<file path="config.mk">
export PLATFORM = sky130hd
export DESIGN_NAME = all_or_nothing_resource_allocator_core
export DESIGN_NICKNAME = d
export VERILOG_FILES = /design/src/rtl/aona_pkg.sv /design/src/rtl/aona_front.sv /design/src/rtl/aona_fifo.sv /design/src/rtl/aona_back.sv /design/src/rtl/all_or_nothing_resource_allocator_core.sv
export SDC_FILE = /design/constraint.sdc
export NUM_CORES = 2
export LEC_CHECK = 0
export BUFFER_PORTS_ARGS = -buffer_cell sky130_fd_sc_hd__buf_2
export CORE_MARGIN = 1
export CORE_UTILIZATION = 40
export DETAILED_ROUTE_END_ITERATION = 6
export HOLD_SLACK_MARGIN = 0.05
export MAX_ROUTING_LAYER = met4
export SLEW_MARGIN = 10
export SYNTH_ARGS = -nofsm -noshare
export SYNTH_HDL_FRONTEND = slang
export SYNTH_SLANG_ARGS = --single-unit
</file>
<file path="constraint.sdc">
create_clock -name clk -period 10.5 [get_ports clk]
set_clock_uncertainty 0.1 [all_clocks]
set_input_delay 1.05 -clock clk [delete_from_list [all_inputs] [get_ports clk]]
set_output_delay 1.05 -clock clk [all_outputs]
set_load 0.005 [all_outputs]
</file>
<file path="src/rtl/aona_pkg.sv">
// Package for the all-or-nothing resource allocator: widths, codes and request type.
// No dependencies; used by every module under rtl/.
`default_nettype none
package aona_pkg;

  localparam int MAX_TYPES      = 8;
  localparam int NUM_TYPES_DEF  = 8;
  localparam int TASK_COUNT_DEF = 32;
  localparam int TASK_W         = 5;
  localparam int UNIT_W         = 8;
  localparam int STATUS_W       = 2;
  localparam int TYPE_W         = 3;
  localparam int CFG_IDX_W      = 4;
  localparam int QUEUE_DEPTH    = 2;

  // result status codes
  localparam logic [STATUS_W-1:0] STS_GRANTED  = 2'd0;
  localparam logic [STATUS_W-1:0] STS_SHORT    = 2'd1;
  localparam logic [STATUS_W-1:0] STS_RELEASED = 2'd2;
  localparam logic [STATUS_W-1:0] STS_HOLDING  = 2'd3;

  // input command codes
  localparam logic CMD_ACQUIRE = 1'b0;
  localparam logic CMD_RELEASE = 1'b1;

  // classified operation codes
  localparam logic [1:0] OP_ACQ     = 2'd0;
  localparam logic [1:0] OP_REL     = 2'd1;
  localparam logic [1:0] OP_BAD_ACQ = 2'd2;
  localparam logic [1:0] OP_BAD_REL = 2'd3;

  typedef logic [UNIT_W-1:0] unit_t;

  typedef struct packed {
    logic [1:0]                  op;
    logic [TASK_W-1:0]           task_id;
    unit_t [MAX_TYPES-1:0]       need;
  } req_t;

endpackage
`default_nettype wire

</file>
<file path="src/rtl/aona_front.sv">
// Front end: accepts request beats and classifies them by command and task range.
// Depends on aona_pkg; feeds aona_fifo.
`default_nettype none
module aona_front #(
  parameter int TASK_COUNT = aona_pkg::TASK_COUNT_DEF
) (
  input  wire logic                                  in_valid,
  output logic                                       in_ready,
  input  wire logic                                  in_cmd,
  input  wire logic [aona_pkg::TASK_W-1:0]           in_task_id,
  input  wire aona_pkg::unit_t [aona_pkg::MAX_TYPES-1:0] in_need,
  input  wire logic                                  q_full,
  output logic                                       q_push,
  output aona_pkg::req_t                             q_data
);
  import aona_pkg::*;

  logic in_range;

  assign in_range = int'(in_task_id) < TASK_COUNT;
  assign in_ready = !q_full;
  assign q_push   = in_valid && !q_full;

  always_comb begin
    q_data         = '0;
    q_data.task_id = in_task_id;
    q_data.need    = in_need;
    if (in_cmd == CMD_RELEASE) begin
      q_data.op = in_range ? OP_REL : OP_BAD_REL;
    end else begin
      q_data.op = in_range ? OP_ACQ : OP_BAD_ACQ;
    end
  end

endmodule
`default_nettype wire

</file>
<file path="src/rtl/aona_fifo.sv">
// Short request queue between front and back ends.
// Depends on aona_pkg for the request type.
`default_nettype none
module aona_fifo #(
  parameter int DEPTH = aona_pkg::QUEUE_DEPTH
) (
  input  wire logic           clk,
  input  wire logic           rst_n,
  input  wire logic           push,
  input  wire aona_pkg::req_t push_data,
  output logic                full,
  input  wire logic           pop,
  output logic                not_empty,
  output aona_pkg::req_t      pop_data
);
  import aona_pkg::*;

  localparam int PTR_W = (DEPTH > 1) ? $clog2(DEPTH) : 1;
  localparam int CNT_W = $clog2(DEPTH + 1);

  req_t             slot_r [DEPTH];
  logic [PTR_W-1:0] wr_ptr_r, wr_ptr_nxt;
  logic [PTR_W-1:0] rd_ptr_r, rd_ptr_nxt;
  logic [CNT_W-1:0] cnt_r, cnt_nxt;

  assign full      = cnt_r == CNT_W'(DEPTH);
  assign not_empty = cnt_r != '0;
  assign pop_data  = slot_r[rd_ptr_r];

  always_comb begin
    wr_ptr_nxt = wr_ptr_r;
    rd_ptr_nxt = rd_ptr_r;
    cnt_nxt    = cnt_r;
    if (push) begin
      wr_ptr_nxt = (wr_ptr_r == PTR_W'(DEPTH - 1)) ? '0 : wr_ptr_r + 1'b1;
    end
    if (pop) begin
      rd_ptr_nxt = (rd_ptr_r == PTR_W'(DEPTH - 1)) ? '0 : rd_ptr_r + 1'b1;
    end
    if (push && !pop) begin
      cnt_nxt = cnt_r + 1'b1;
    end else if (pop && !push) begin
      cnt_nxt = cnt_r - 1'b1;
    end
  end

  always_ff @(posedge clk) begin
    if (!rst_n) begin
      wr_ptr_r <= '0;
      rd_ptr_r <= '0;
      cnt_r    <= '0;
    end else begin
      wr_ptr_r <= wr_ptr_nxt;
      rd_ptr_r <= rd_ptr_nxt;
      cnt_r    <= cnt_nxt;
    end
  end

  always_ff @(posedge clk) begin
    if (push) begin
      slot_r[wr_ptr_r] <= push_data;
    end
  end

endmodule
`default_nettype wire

</file>
<file path="src/rtl/aona_back.sv">
// Back end: pool usage, per-task holdings memory, grant/release execution, result register.
// Depends on aona_pkg; takes requests from aona_fifo.
`default_nettype none
module aona_back #(
  parameter int NUM_TYPES  = aona_pkg::NUM_TYPES_DEF,
  parameter int TASK_COUNT = aona_pkg::TASK_COUNT_DEF
) (
  input  wire logic                                  clk,
  input  wire logic                                  rst_n,
  input  wire aona_pkg::unit_t [aona_pkg::MAX_TYPES-1:0] cap,
  input  wire logic                                  q_valid,
  input  wire aona_pkg::req_t                        q_data,
  output logic                                       q_pop,
  output logic                                       out_valid,
  input  wire logic                                  out_ready,
  output logic [aona_pkg::STATUS_W-1:0]              out_status,
  output logic [aona_pkg::TASK_W-1:0]                out_task_echo,
  output logic [aona_pkg::TYPE_W-1:0]                out_short_type
);
  import aona_pkg::*;

  localparam int TIDX_W = (TASK_COUNT > 1) ? $clog2(TASK_COUNT) : 1;
  localparam int ROW_W  = NUM_TYPES * UNIT_W;

  localparam logic ST_IDLE = 1'b0;
  localparam logic ST_EXEC = 1'b1;

  logic                  state_r, state_nxt;
  req_t                  cur_r;
  logic [ROW_W-1:0]      held_rd_r;
  logic [ROW_W-1:0]      held_mem [TASK_COUNT];
  unit_t [NUM_TYPES-1:0] use_r, use_nxt;
  logic [TASK_COUNT-1:0] holding_r, holding_nxt;
  logic                  out_valid_r;
  logic [STATUS_W-1:0]   out_status_r;
  logic [TASK_W-1:0]     out_task_r;
  logic [TYPE_W-1:0]     out_short_r;

  logic [TIDX_W-1:0]    q_idx, cur_idx;
  logic                 exec_go;
  logic [NUM_TYPES-1:0] short_hit;
  logic [TYPE_W-1:0]    first_short;
  logic [ROW_W-1:0]     grant_row;
  logic                 do_grant, do_release;
  logic [STATUS_W-1:0]  res_status;
  logic [TYPE_W-1:0]    res_short;
  unit_t                free_u, held_u;

  assign q_idx   = TIDX_W'(q_data.task_id);
  assign cur_idx = TIDX_W'(cur_r.task_id);
  assign q_pop   = (state_r == ST_IDLE) && q_valid;
  assign exec_go = (state_r == ST_EXEC) && (!out_valid_r || out_ready);

  always_comb begin
    short_hit   = '0;
    first_short = '0;
    grant_row   = '0;
    for (int t = NUM_TYPES - 1; t >= 0; t--) begin
      free_u       = (cap[t] > use_r[t]) ? cap[t] - use_r[t] : '0;
      short_hit[t] = cur_r.need[t] > free_u;
      grant_row[t*UNIT_W +: UNIT_W] = cur_r.need[t];
      if (short_hit[t]) begin
        first_short = TYPE_W'(t);
      end
    end
  end

  always_comb begin
    do_grant   = 1'b0;
    do_release = 1'b0;
    res_short  = '0;
    case (cur_r.op)
      OP_ACQ: begin
        if (holding_r[cur_idx]) begin
          res_status = STS_HOLDING;
        end else if (|short_hit) begin
          res_status = STS_SHORT;
          res_short  = first_short;
        end else begin
          res_status = STS_GRANTED;
          do_grant   = 1'b1;
        end
      end
      OP_REL: begin
        res_status = STS_RELEASED;
        do_release = holding_r[cur_idx];
      end
      OP_BAD_ACQ: begin
        res_status = STS_SHORT;
      end
      default: begin
        res_status = STS_RELEASED;
      end
    endcase
  end

  always_comb begin
    state_nxt   = state_r;
    use_nxt     = use_r;
    holding_nxt = holding_r;
    held_u      = '0;
    if (q_pop) begin
      state_nxt = ST_EXEC;
    end
    if (exec_go) begin
      state_nxt = ST_IDLE;
      for (int t = 0; t < NUM_TYPES; t++) begin
        held_u = held_rd_r[t*UNIT_W +: UNIT_W];
        if (do_grant) begin
          use_nxt[t] = use_r[t] + cur_r.need[t];
        end else if (do_release) begin
          use_nxt[t] = (use_r[t] > held_u) ? use_r[t] - held_u : '0;
        end
      end
      if (do_grant) begin
        holding_nxt[cur_idx] = 1'b1;
      end else if (do_release) begin
        holding_nxt[cur_idx] = 1'b0;
      end
    end
  end

  always_ff @(posedge clk) begin
    if (!rst_n) begin
      state_r     <= ST_IDLE;
      use_r       <= '0;
      holding_r   <= '0;
      out_valid_r <= 1'b0;
    end else begin
      state_r   <= state_nxt;
      use_r     <= use_nxt;
      holding_r <= holding_nxt;
      if (exec_go) begin
        out_valid_r <= 1'b1;
      end else if (out_ready) begin
        out_valid_r <= 1'b0;
      end
    end
  end

  always_ff @(posedge clk) begin
    if (q_pop) begin
      cur_r <= q_data;
    end
    if (exec_go) begin
      out_status_r <= res_status;
      out_task_r   <= cur_r.task_id;
      out_short_r  <= res_short;
    end
  end

  // holdings memory: rows valid only while the task's holding bit is set
  always_ff @(posedge clk) begin
    if (exec_go && do_grant) begin
      held_mem[cur_idx] <= grant_row;
    end
    if (q_pop) begin
      held_rd_r <= held_mem[q_idx];
    end
  end

  assign out_valid      = out_valid_r;
  assign out_status     = out_status_r;
  assign out_task_echo  = out_task_r;
  assign out_short_type = out_short_r;

  a_grant_sets_holding: assert property (@(posedge clk) disable iff (!rst_n)
    (exec_go && do_grant) |=> holding_r[cur_idx])
    else $error("grant did not mark task as holding");

  a_release_clears_holding: assert property (@(posedge clk) disable iff (!rst_n)
    (exec_go && do_release) |=> !holding_r[cur_idx])
    else $error("release did not clear task holding");

  a_exec_waits_on_stall: assert property (@(posedge clk) disable iff (!rst_n)
    (state_r == ST_EXEC && out_valid_r && !out_ready) |=> (state_r == ST_EXEC))
    else $error("request executed while result beat was stalled");

endmodule
`default_nettype wire

</file>
<file path="src/rtl/all_or_nothing_resource_allocator_core.sv">
// Requests go from the queue into the request/holdings-row registers, then a result register.
// The back end takes one request at a time: holdings row read, then execute.
// A 2-entry queue lets requests be accepted while a result beat waits.
// Reset (rst_n low, synchronous): capacities, pool usage and task holdings cleared; no sweep.
// Holds the capacity registers and ties aona_front, aona_fifo and aona_back together.
`default_nettype none
module all_or_nothing_resource_allocator_core #(
  parameter int NUM_TYPES  = aona_pkg::NUM_TYPES_DEF,
  parameter int TASK_COUNT = aona_pkg::TASK_COUNT_DEF
) (
  input  wire logic                             clk,
  input  wire logic                             rst_n,
  input  wire logic                             cfg_valid,
  output logic                                  cfg_ready,
  input  wire logic [aona_pkg::CFG_IDX_W-1:0]   cfg_index,
  input  wire logic [aona_pkg::UNIT_W-1:0]      cfg_data,
  input  wire logic                             in_valid,
  output logic                                  in_ready,
  input  wire logic                             in_cmd,
  input  wire logic [aona_pkg::TASK_W-1:0]      in_task_id,
  input  wire logic [aona_pkg::UNIT_W-1:0]      in_need_type0,
  input  wire logic [aona_pkg::UNIT_W-1:0]      in_need_type1,
  input  wire logic [aona_pkg::UNIT_W-1:0]      in_need_type2,
  input  wire logic [aona_pkg::UNIT_W-1:0]      in_need_type3,
  input  wire logic [aona_pkg::UNIT_W-1:0]      in_need_type4,
  input  wire logic [aona_pkg::UNIT_W-1:0]      in_need_type5,
  input  wire logic [aona_pkg::UNIT_W-1:0]      in_need_type6,
  input  wire logic [aona_pkg::UNIT_W-1:0]      in_need_type7,
  output logic                                  out_valid,
  input  wire logic                             out_ready,
  output logic [aona_pkg::STATUS_W-1:0]         out_status,
  output logic [aona_pkg::TASK_W-1:0]           out_task_echo,
  output logic [aona_pkg::TYPE_W-1:0]          out_short_type
);
  import aona_pkg::*;

  unit_t [MAX_TYPES-1:0] cap_r;
  unit_t [MAX_TYPES-1:0] need;
  logic                  q_push, q_full, q_pop, q_not_empty;
  req_t                  push_data, pop_data;

  assign cfg_ready = 1'b1;

  always_ff @(posedge clk) begin
    if (!rst_n) begin
      cap_r <= '0;
    end else if (cfg_valid && (cfg_index < CFG_IDX_W'(MAX_TYPES))) begin
      cap_r[cfg_index[TYPE_W-1:0]] <= cfg_data;
    end
  end

  assign need[0] = in_need_type0;
  assign need[1] = in_need_type1;
  assign need[2] = in_need_type2;
  assign need[3] = in_need_type3;
  assign need[4] = in_need_type4;
  assign need[5] = in_need_type5;
  assign need[6] = in_need_type6;
  assign need[7] = in_need_type7;

  aona_front #(
    .TASK_COUNT (TASK_COUNT)
  ) u_front (
    .in_valid   (in_valid),
    .in_ready   (in_ready),
    .in_cmd     (in_cmd),
    .in_task_id (in_task_id),
    .in_need    (need),
    .q_full     (q_full),
    .q_push     (q_push),
    .q_data     (push_data)
  );

  aona_fifo #(
    .DEPTH (QUEUE_DEPTH)
  ) u_fifo (
    .clk       (clk),
    .rst_n     (rst_n),
    .push      (q_push),
    .push_data (push_data),
    .full      (q_full),
    .pop       (q_pop),
    .not_empty (q_not_empty),
    .pop_data  (pop_data)
  );

  aona_back #(
    .NUM_TYPES  (NUM_TYPES),
    .TASK_COUNT (TASK_COUNT)
  ) u_back (
    .clk            (clk),
    .rst_n          (rst_n),
    .cap            (cap_r),
    .q_valid        (q_not_empty),
    .q_data         (pop_data),
    .q_pop          (q_pop),
    .out_valid      (out_valid),
    .out_ready      (out_ready),
    .out_status     (out_status),
    .out_task_echo  (out_task_echo),
    .out_short_type (out_short_type)
  );

endmodule
`default_nettype wire
</file>
======== Word-level counts from Yosys, hierarchy flattened ========
Memories as Yosys holds them, arrays and structs flattened. A register that Yosys moved wholly into a read port is not among the register bits.
Index checks and enable logic that the tools add are counted.
operators by class
  $add $sub $neg .......................... 28
  $lt $le $gt $ge ......................... 29
  equal/unequal tests ..................... 3
  mux-type cells .......................... 68
  bitwise logic cells ..................... 7
  reduce and logical (&&, ||, !) cells .... 25
operators with widths
  kind                                                                count
  2-to-1 mux 8 bit                                                    33
  greater-than comparator 8 bit                                       24
  subtractor 8 bit                                                    16
  adder 8 bit                                                         8
  bitwise mux 64 bit                                                  1
  2-to-1 mux 32 bit                                                   2
  bitwise AND 32 bit                                                  1
  inverter 32 bit                                                     1
  bitwise OR 32 bit                                                   1
  demux 8 bit (select 3 bit)                                          1
  2-to-1 mux 1 bit                                                    19
  2-to-1 mux 3 bit                                                    4
  2-to-1 mux 2 bit                                                    5
  logical AND 1 bit                                                   9
  nonzero test 2 bit                                                  4
  OR reduction 8 bit                                                  1
  OR reduction 7 bit                                                  1
  less-than comparator 5 x 6 -> 1 bit (second input constant)         1
  binary-select mux 1 bit (select 5 bit)                              1
  demux 1 bit (select 5 bit)                                          1
  greater-or-equal comparator 5 x 1 -> 1 bit (second input constant)  1
  OR reduction 5 bit                                                  1
  equality test 2 bit (second input constant)                         2
  logical NOT 1 bit                                                   4
  14 further kinds                                                    18
word-level totals
  bits in registers ....................... 247
  RAM bits ................................ 2,188
  bits of input ports ..................... 87
  output and inout port bits .............. 13
  word-level logic and storage cells ...... 199
  memories kept ........................... 2
memory list
  memory           words  width  rd ports  clocked after Yosys merged registers in  write ports  RTL line         source
  u_back.held_mem  32     64     1         1                                        1            aona_back.sv:31  logic [ROW_W-1:0] held_mem [TASK_COUNT];
  u_fifo.slot_r    2      70     1         1                                        1            aona_fifo.sv:21  req_t slot_r [DEPTH];

======== Depth between registers and ports, before layout ========
  word-level depth ........................ 10
  mapped depth ............................ 22
  mapped depth without buffers ............ 20

======== Cells and area by module ========
A second synthesis with hierarchy kept.
unflattened totals
  cells, all modules ...................... 5,364
  area, all modules ....................... 103,863.4 um2
by module, submodules not included
  module                                  instances  cells each  area an instance (um2)  seq. area each (um2)
  aona_back                               1          4,819       95,544.1                67,815.0
  aona_fifo                               1          243         5,368.9                 4,364.2
  all_or_nothing_resource_allocator_core  1          228         2,403.6                 1,281.2
  aona_front                              1          74          546.8                   0.0

======== Least setup slack after synthesis ========
No wires, ideal clock.
  path kind ............................... reg-to-reg
  start ................................... reg cap_r[32] (netlist bit)
  end ..................................... mem u_back.held_mem[30][0] (netlist bit) (enable)
  data arrival time ....................... 6.876 ns
  required time ........................... 9.913 ns
  setup slack ............................. 3.037 ns
  stages on the path, launching flop included .. 23
  clock period less this slack ............ 7.463 ns
  cell sequence ........................... dfxtp_1 inv_1 ha_1 fa_1 nor2b_1 o21ai_0 a21boi_0 o21ai_0 inv_1 o21ai_0 a21oi_1 nand2b_1 ha_1 nor2b_1 o211ai_1 a21oi_1 o22a_1 or4b_2 and3b_1 buf_4 buf_4 nand3b_2 nor2_1
on the way
  word-level cells in the longest chain between the ends .. 10
  elaborated cells between the ends (all ways) .. 11
  classes of those cells .................. add/sub (1); order compare (2); mux (6); reduce/logical (2)
ends and longest elaborated chain
  what                                                               RTL line                                      source
  from (decl)                                                        all_or_nothing_resource_allocator_core.sv:37  unit_t [MAX_TYPES-1:0] cap_r;
  from (signal, indexed assignment)                                  all_or_nothing_resource_allocator_core.sv:48  cap_r[cfg_index[TYPE_W-1:0]] <= cfg_data;
  subtractor 8 bit or greater-than comparator 8 bit (tied branches)  aona_back.sv:59                               free_u = (cap[t] > use_r[t]) ? cap[t] - use_r[t] : '0;
  2-to-1 mux 8 bit (*)                                               aona_back.sv:59
  greater-than comparator 8 bit (*)                                  aona_back.sv:60                               short_hit[t] = cur_r.need[t] > free_u;
  OR reduction 8 bit (*)                                             aona_back.sv:76                               end else if (|short_hit) begin
  2-to-1 mux 1 bit (*)                                               aona_back.sv:76
  2-to-1 mux 1 bit (*)                                               aona_back.sv:74                               if (holding_r[cur_idx]) begin
  2-to-1 mux 1 bit (*)                                               aona_back.sv:72                               case (cur_r.op)
  logical AND 1 bit (*)                                              aona_back.sv:154                              if (exec_go && do_grant) begin
  2-to-1 mux 1 bit (*)                                               aona_back.sv:154
  2-to-1 mux 1 bit (implied by the code) (*)                         aona_back.sv:155                              held_mem[cur_idx] <= grant_row;
  to (decl)                                                          aona_back.sv:31
Every way passes the cells marked *; elsewhere a longest branch is shown, timed or not.

======== Final worst setup path ========
  start ................................... reg cap_r[32] (netlist bit)
  end ..................................... mem u_back.held_mem[23][57] (netlist bit) (enable)
The elaborated chain is that of the path after synthesis.

==> summary.md <==
| Metric | Value |
|---|---|
| Status | finished clean |
| Met1 Track Usage GR | 0.331 |
| WL per Instance | about 26 µm |
| Area grow syn2layout | 12.9% |
| 1st-pass router iterations | 6 |
| Post-CTS sizing | 0 |
| Critical Path RT | 10.86 ns |
| Core area | 265,000 µm² |
| WP data arrival | 8.42 ns |
| Port-buffer cells | 98 |
| Crit-path slowest cell | nor2_4 |
| Slew Limit Headroom | 0.146 |
| Via density | 5.69 |
| CTS tree | yes |
| Crit. End Element | register |
| Final cell utilization of the core | 0.453 |
| Grt peak-use layer | met2 |
| Most common cell after layout, fill and taps aside | edfxtp_1 |
| GR Layer Usage met3 | 0.0389 |
| TritonCTS buffer count | 275 |
| Post-Syn Area | 106,000 µm² |
| Hold Crit Class | in2reg |
| FFs w/ async S/R, synth | 0 |
| Cell Pwr Density | 263 nW/µm² |
| First-pass GRT wire length | approximately 460,000 µm |
| Fin nets | 8,946 |
| GRT overflow | 0 |
| Gpl congestion | 0.884 |
| Via count | about 70k |
| Place WS | 2.48 ns |
| H-tree depth | 5 |
| DIE HEIGHT | 518 µm |
| Synth Instances | 8,530 |
| Final period utilization | 0.768 |
| GR Layer Usage met2 | 0.354 |
| Root Buffer | clkbuf_16 |
| Die area | between 200,000 and 300,000 µm² |
| Worst Reg-to-Reg Cells | 22 |
| Max cap viols | 0 |
| Post-route DRC | 0 |
| Skew-Pair Late Insertion Delay | ~0.87 ns |
| Final WS setup | 2.44 ns |
| Setup CP Type | reg2reg |
| Count of hold-fix buffers inserted at cts | 0 |
| Largest net degree at the start of global routing | about 180 |
| EDFF count, synth | 2,332 |
| Final hold violation count | 0 |
| Die width | 518 µm |
| Clock edge transition at the registers on the reported setup and hold paths | 0.06 ns |
| Post-DRT Antenna Nets | 0 |
| Fraction of layout cells with a size suffix above 1 | 0.0945 |
| Post-layout minimum cycle time | about 8.1 ns |
| Number of global-route vias before repair | 67.0k |
| Max Fclk | 124 MHz |
| Fin Setup TNS | 0 ns |
| Final-report max-slew violation count | 0 |
| Slew @ Worst Pin | 1.28 ns |
| GRT Overall Usage | 0.235 |
| Crit-path cells | inv_1 -> ha_1 -> fa_1 -> nor2b_1 -> o21ai_0 -> a21boi_0 -> o21ai_0 -> inv_1 -> o21ai_0 -> a21oi_1 -> nand2b_1 -> ha_1 -> nor2b_1 -> o211ai_1 -> a21oi_1 -> o22a_1 -> or4b_2 -> and3b_1 -> buf_4 -> nand3_1 -> nor2_4 -> buf_4 |
| RSZ-0062 raised after global routing | false |
| # setup viols final | 0 |
| Lkg Pwr | 0.0425 µW |
| Routed WL | 316,000 µm |
| CP dominant cell by count | o21ai_0 |
| Synthesized Nets | 8,890 |
| Sequential share of the synthesized area | 0.689 |
| Synthesized area per cell | 12.5 µm² |
| Number of cell rows | 189 |
| Iter 0 DRT Violations | 7,634 |
| Seq cells post-synth | 2,499 |
| Clock buffer depth | 4 |
| Critical register-to-register path endpoint | u_back.held_mem[23][57] |
| Setup Fix Bufs, Post-CTS | 0 |
| Worst setup path end | u_back.held_mem[23][57] |
| Worst reg2reg startpoint | cap_r[32] |
| Ys Warns | 0 |
| R2r setup slk | between 2 and 2.5 ns |
| CP max FO | 25 |
| # IOs | 100 |
| Max stage delay on crit path | 1.08 ns |
| Most frequent cells in the layout | edfxtp_1 (2,332), nand2_1 (2,162), nand3_1 (1,047), a311oi_1 (328), clkbuf_16 (283) |
| IR drop worst, VDD | 0.293 mV |
| Starting Density | 0.402 |
| Initial antenna violation count | 23 |
| DP Wirelength | between 150,000 and 200,000 µm |
| Synth cell types | ~80 |
| Crit. Startpoint | cap_r[32] |
| Clock sink count | around 2.5k |
| Worst Setup Start Kind | register |
| Main synth FF type | edfxtp_1 |
[power by group]
part	switching, µW	total (µW)	internal, µW
Combinational	6720	9260	2540
Clock	3960	9400	5440
Sequential	358	12900	12600
Total	11000	31600	20500
[cell type report]
cell class / instances / area, µm²
fillers: 23700 / 145000
flip-flops and latches: 2499 / 73400
multi-input cells: 5309 / 30500
clock buffers: 339 / 7310
well taps: 3533 / 4420
repair buffers: 292 / 2260
clock inverters: 155 / 1350
inverters: 209 / 815
diodes: 16 / 40.0
[state kept, by name, indices dropped and copies added, names as in the netlist, 2 cells and up, named ones only]
name,flops
u_back.out_task_echo,5
u_back.held_rd_r,64
u_fifo.slot_r,140
cap_r,64
u_back.out_status,2
u_back.cur_r,65
u_back.out_short_type,3
u_back.use_r,64
u_fifo.cnt_r,2
u_back.held_mem,2048
u_back.cur_idx,5
[stage by stage]
| stage | total power, µW | hold WS, ns | area (µm²) | std cells |
|---|---|---|---|---|
| after floorplan | 18500 | 0.351 | 106000 | 8530 |
| after global placement | 22200 | 0.350 | 111000 | 11800 |
| after detailed placement | 22300 | 0.366 | 111000 | 11800 |
| after CTS | 31600 | 0.220 | 120000 | 12300 |
| after global routing | 32800 | 0.245 | 120000 | 12300 |
| final | 31600 | 0.273 | 120000 | 12400 |
[worst max-delay path, delay by kind of cell, from the launching register on]
kind / cells / cell delay, ns
and+or+nand+nor: 7 / 3.48
adders and majority gates: 3 / 0.94
DFF: 1 / 0.33
AOI/OAI and AO/OA: 8 / 1.62
buffers and inverters: 4 / 1.11
[synth_stat cells (all sizes together), types with 13 or more instances]
cell type  count  area, µm²
a21o         117        878
xnor2         72        631
inv          208        781
ha           249       3120
clkbuf       425       1600
a32o          32        320
mux2i         79        791
fa            24        480
o211ai        16        134
edfxtp      2332      70000
o41ai         15        131
dfxtp        167       3340
buf           88        464
a2111oi       17        243
o21bai        13       97.6
o21ai         77        385
nor3          53        287
a21oi        173        866
a311oi       328       2870
and3         136        851
o211a         21        210
nand4         40        250
nand2b        27        169
nand3b        17        131
o21a          20        150
nand3       1048       5250
mux2          67        754
nor2b         52        325
nand2       2164       8130
a31oi         73        457
nor2         202        758
xor2          66        578
[per-layer routing]
| layer | vias to the layer above | routed length (µm) |
|---|---|---|
| met1 | 35300 | 138000 |
| met5 | - | 0 |
| met3 | 440 | 27000 |
| met2 | 3022 | 143000 |
| li1 | 31500 | - |
| met4 | 0 | 7780 |
[cell families after synthesis]
group           after synthesis  share of synthesized area
other cells                   1                  0.0000352
buf+inv                     722                     0.0267
mux                         149                     0.0152
fa+ha+maj                   273                     0.0338
xor+xnor                    138                     0.0114
compound gates              977                     0.0693
flops                      2499                      0.689
simple gates               3771                      0.154
[worst min-delay path by stage]
| stage | end | cells after the start | startpoint |
|---|---|---|---|
| 2_1_floorplan | u_back.out_task_echo[0] | 0 | u_back.cur_idx[0] |
| 6_report | u_fifo.slot_r[1][12] | 1 | in_need_type1[4] |
| 3_5_place_dp | u_back.out_task_echo[0] | 0 | u_back.cur_idx[0] |
| 3_3_place_gp | u_back.out_task_echo[0] | 0 | u_back.cur_idx[0] |
| 4_1_cts | u_fifo.slot_r[1][12] | 1 | in_need_type1[4] |
| 5_1_grt | u_fifo.slot_r[1][12] | 1 | in_need_type1[4] |
Note: power is estimated with default switching activity, not from simulation.
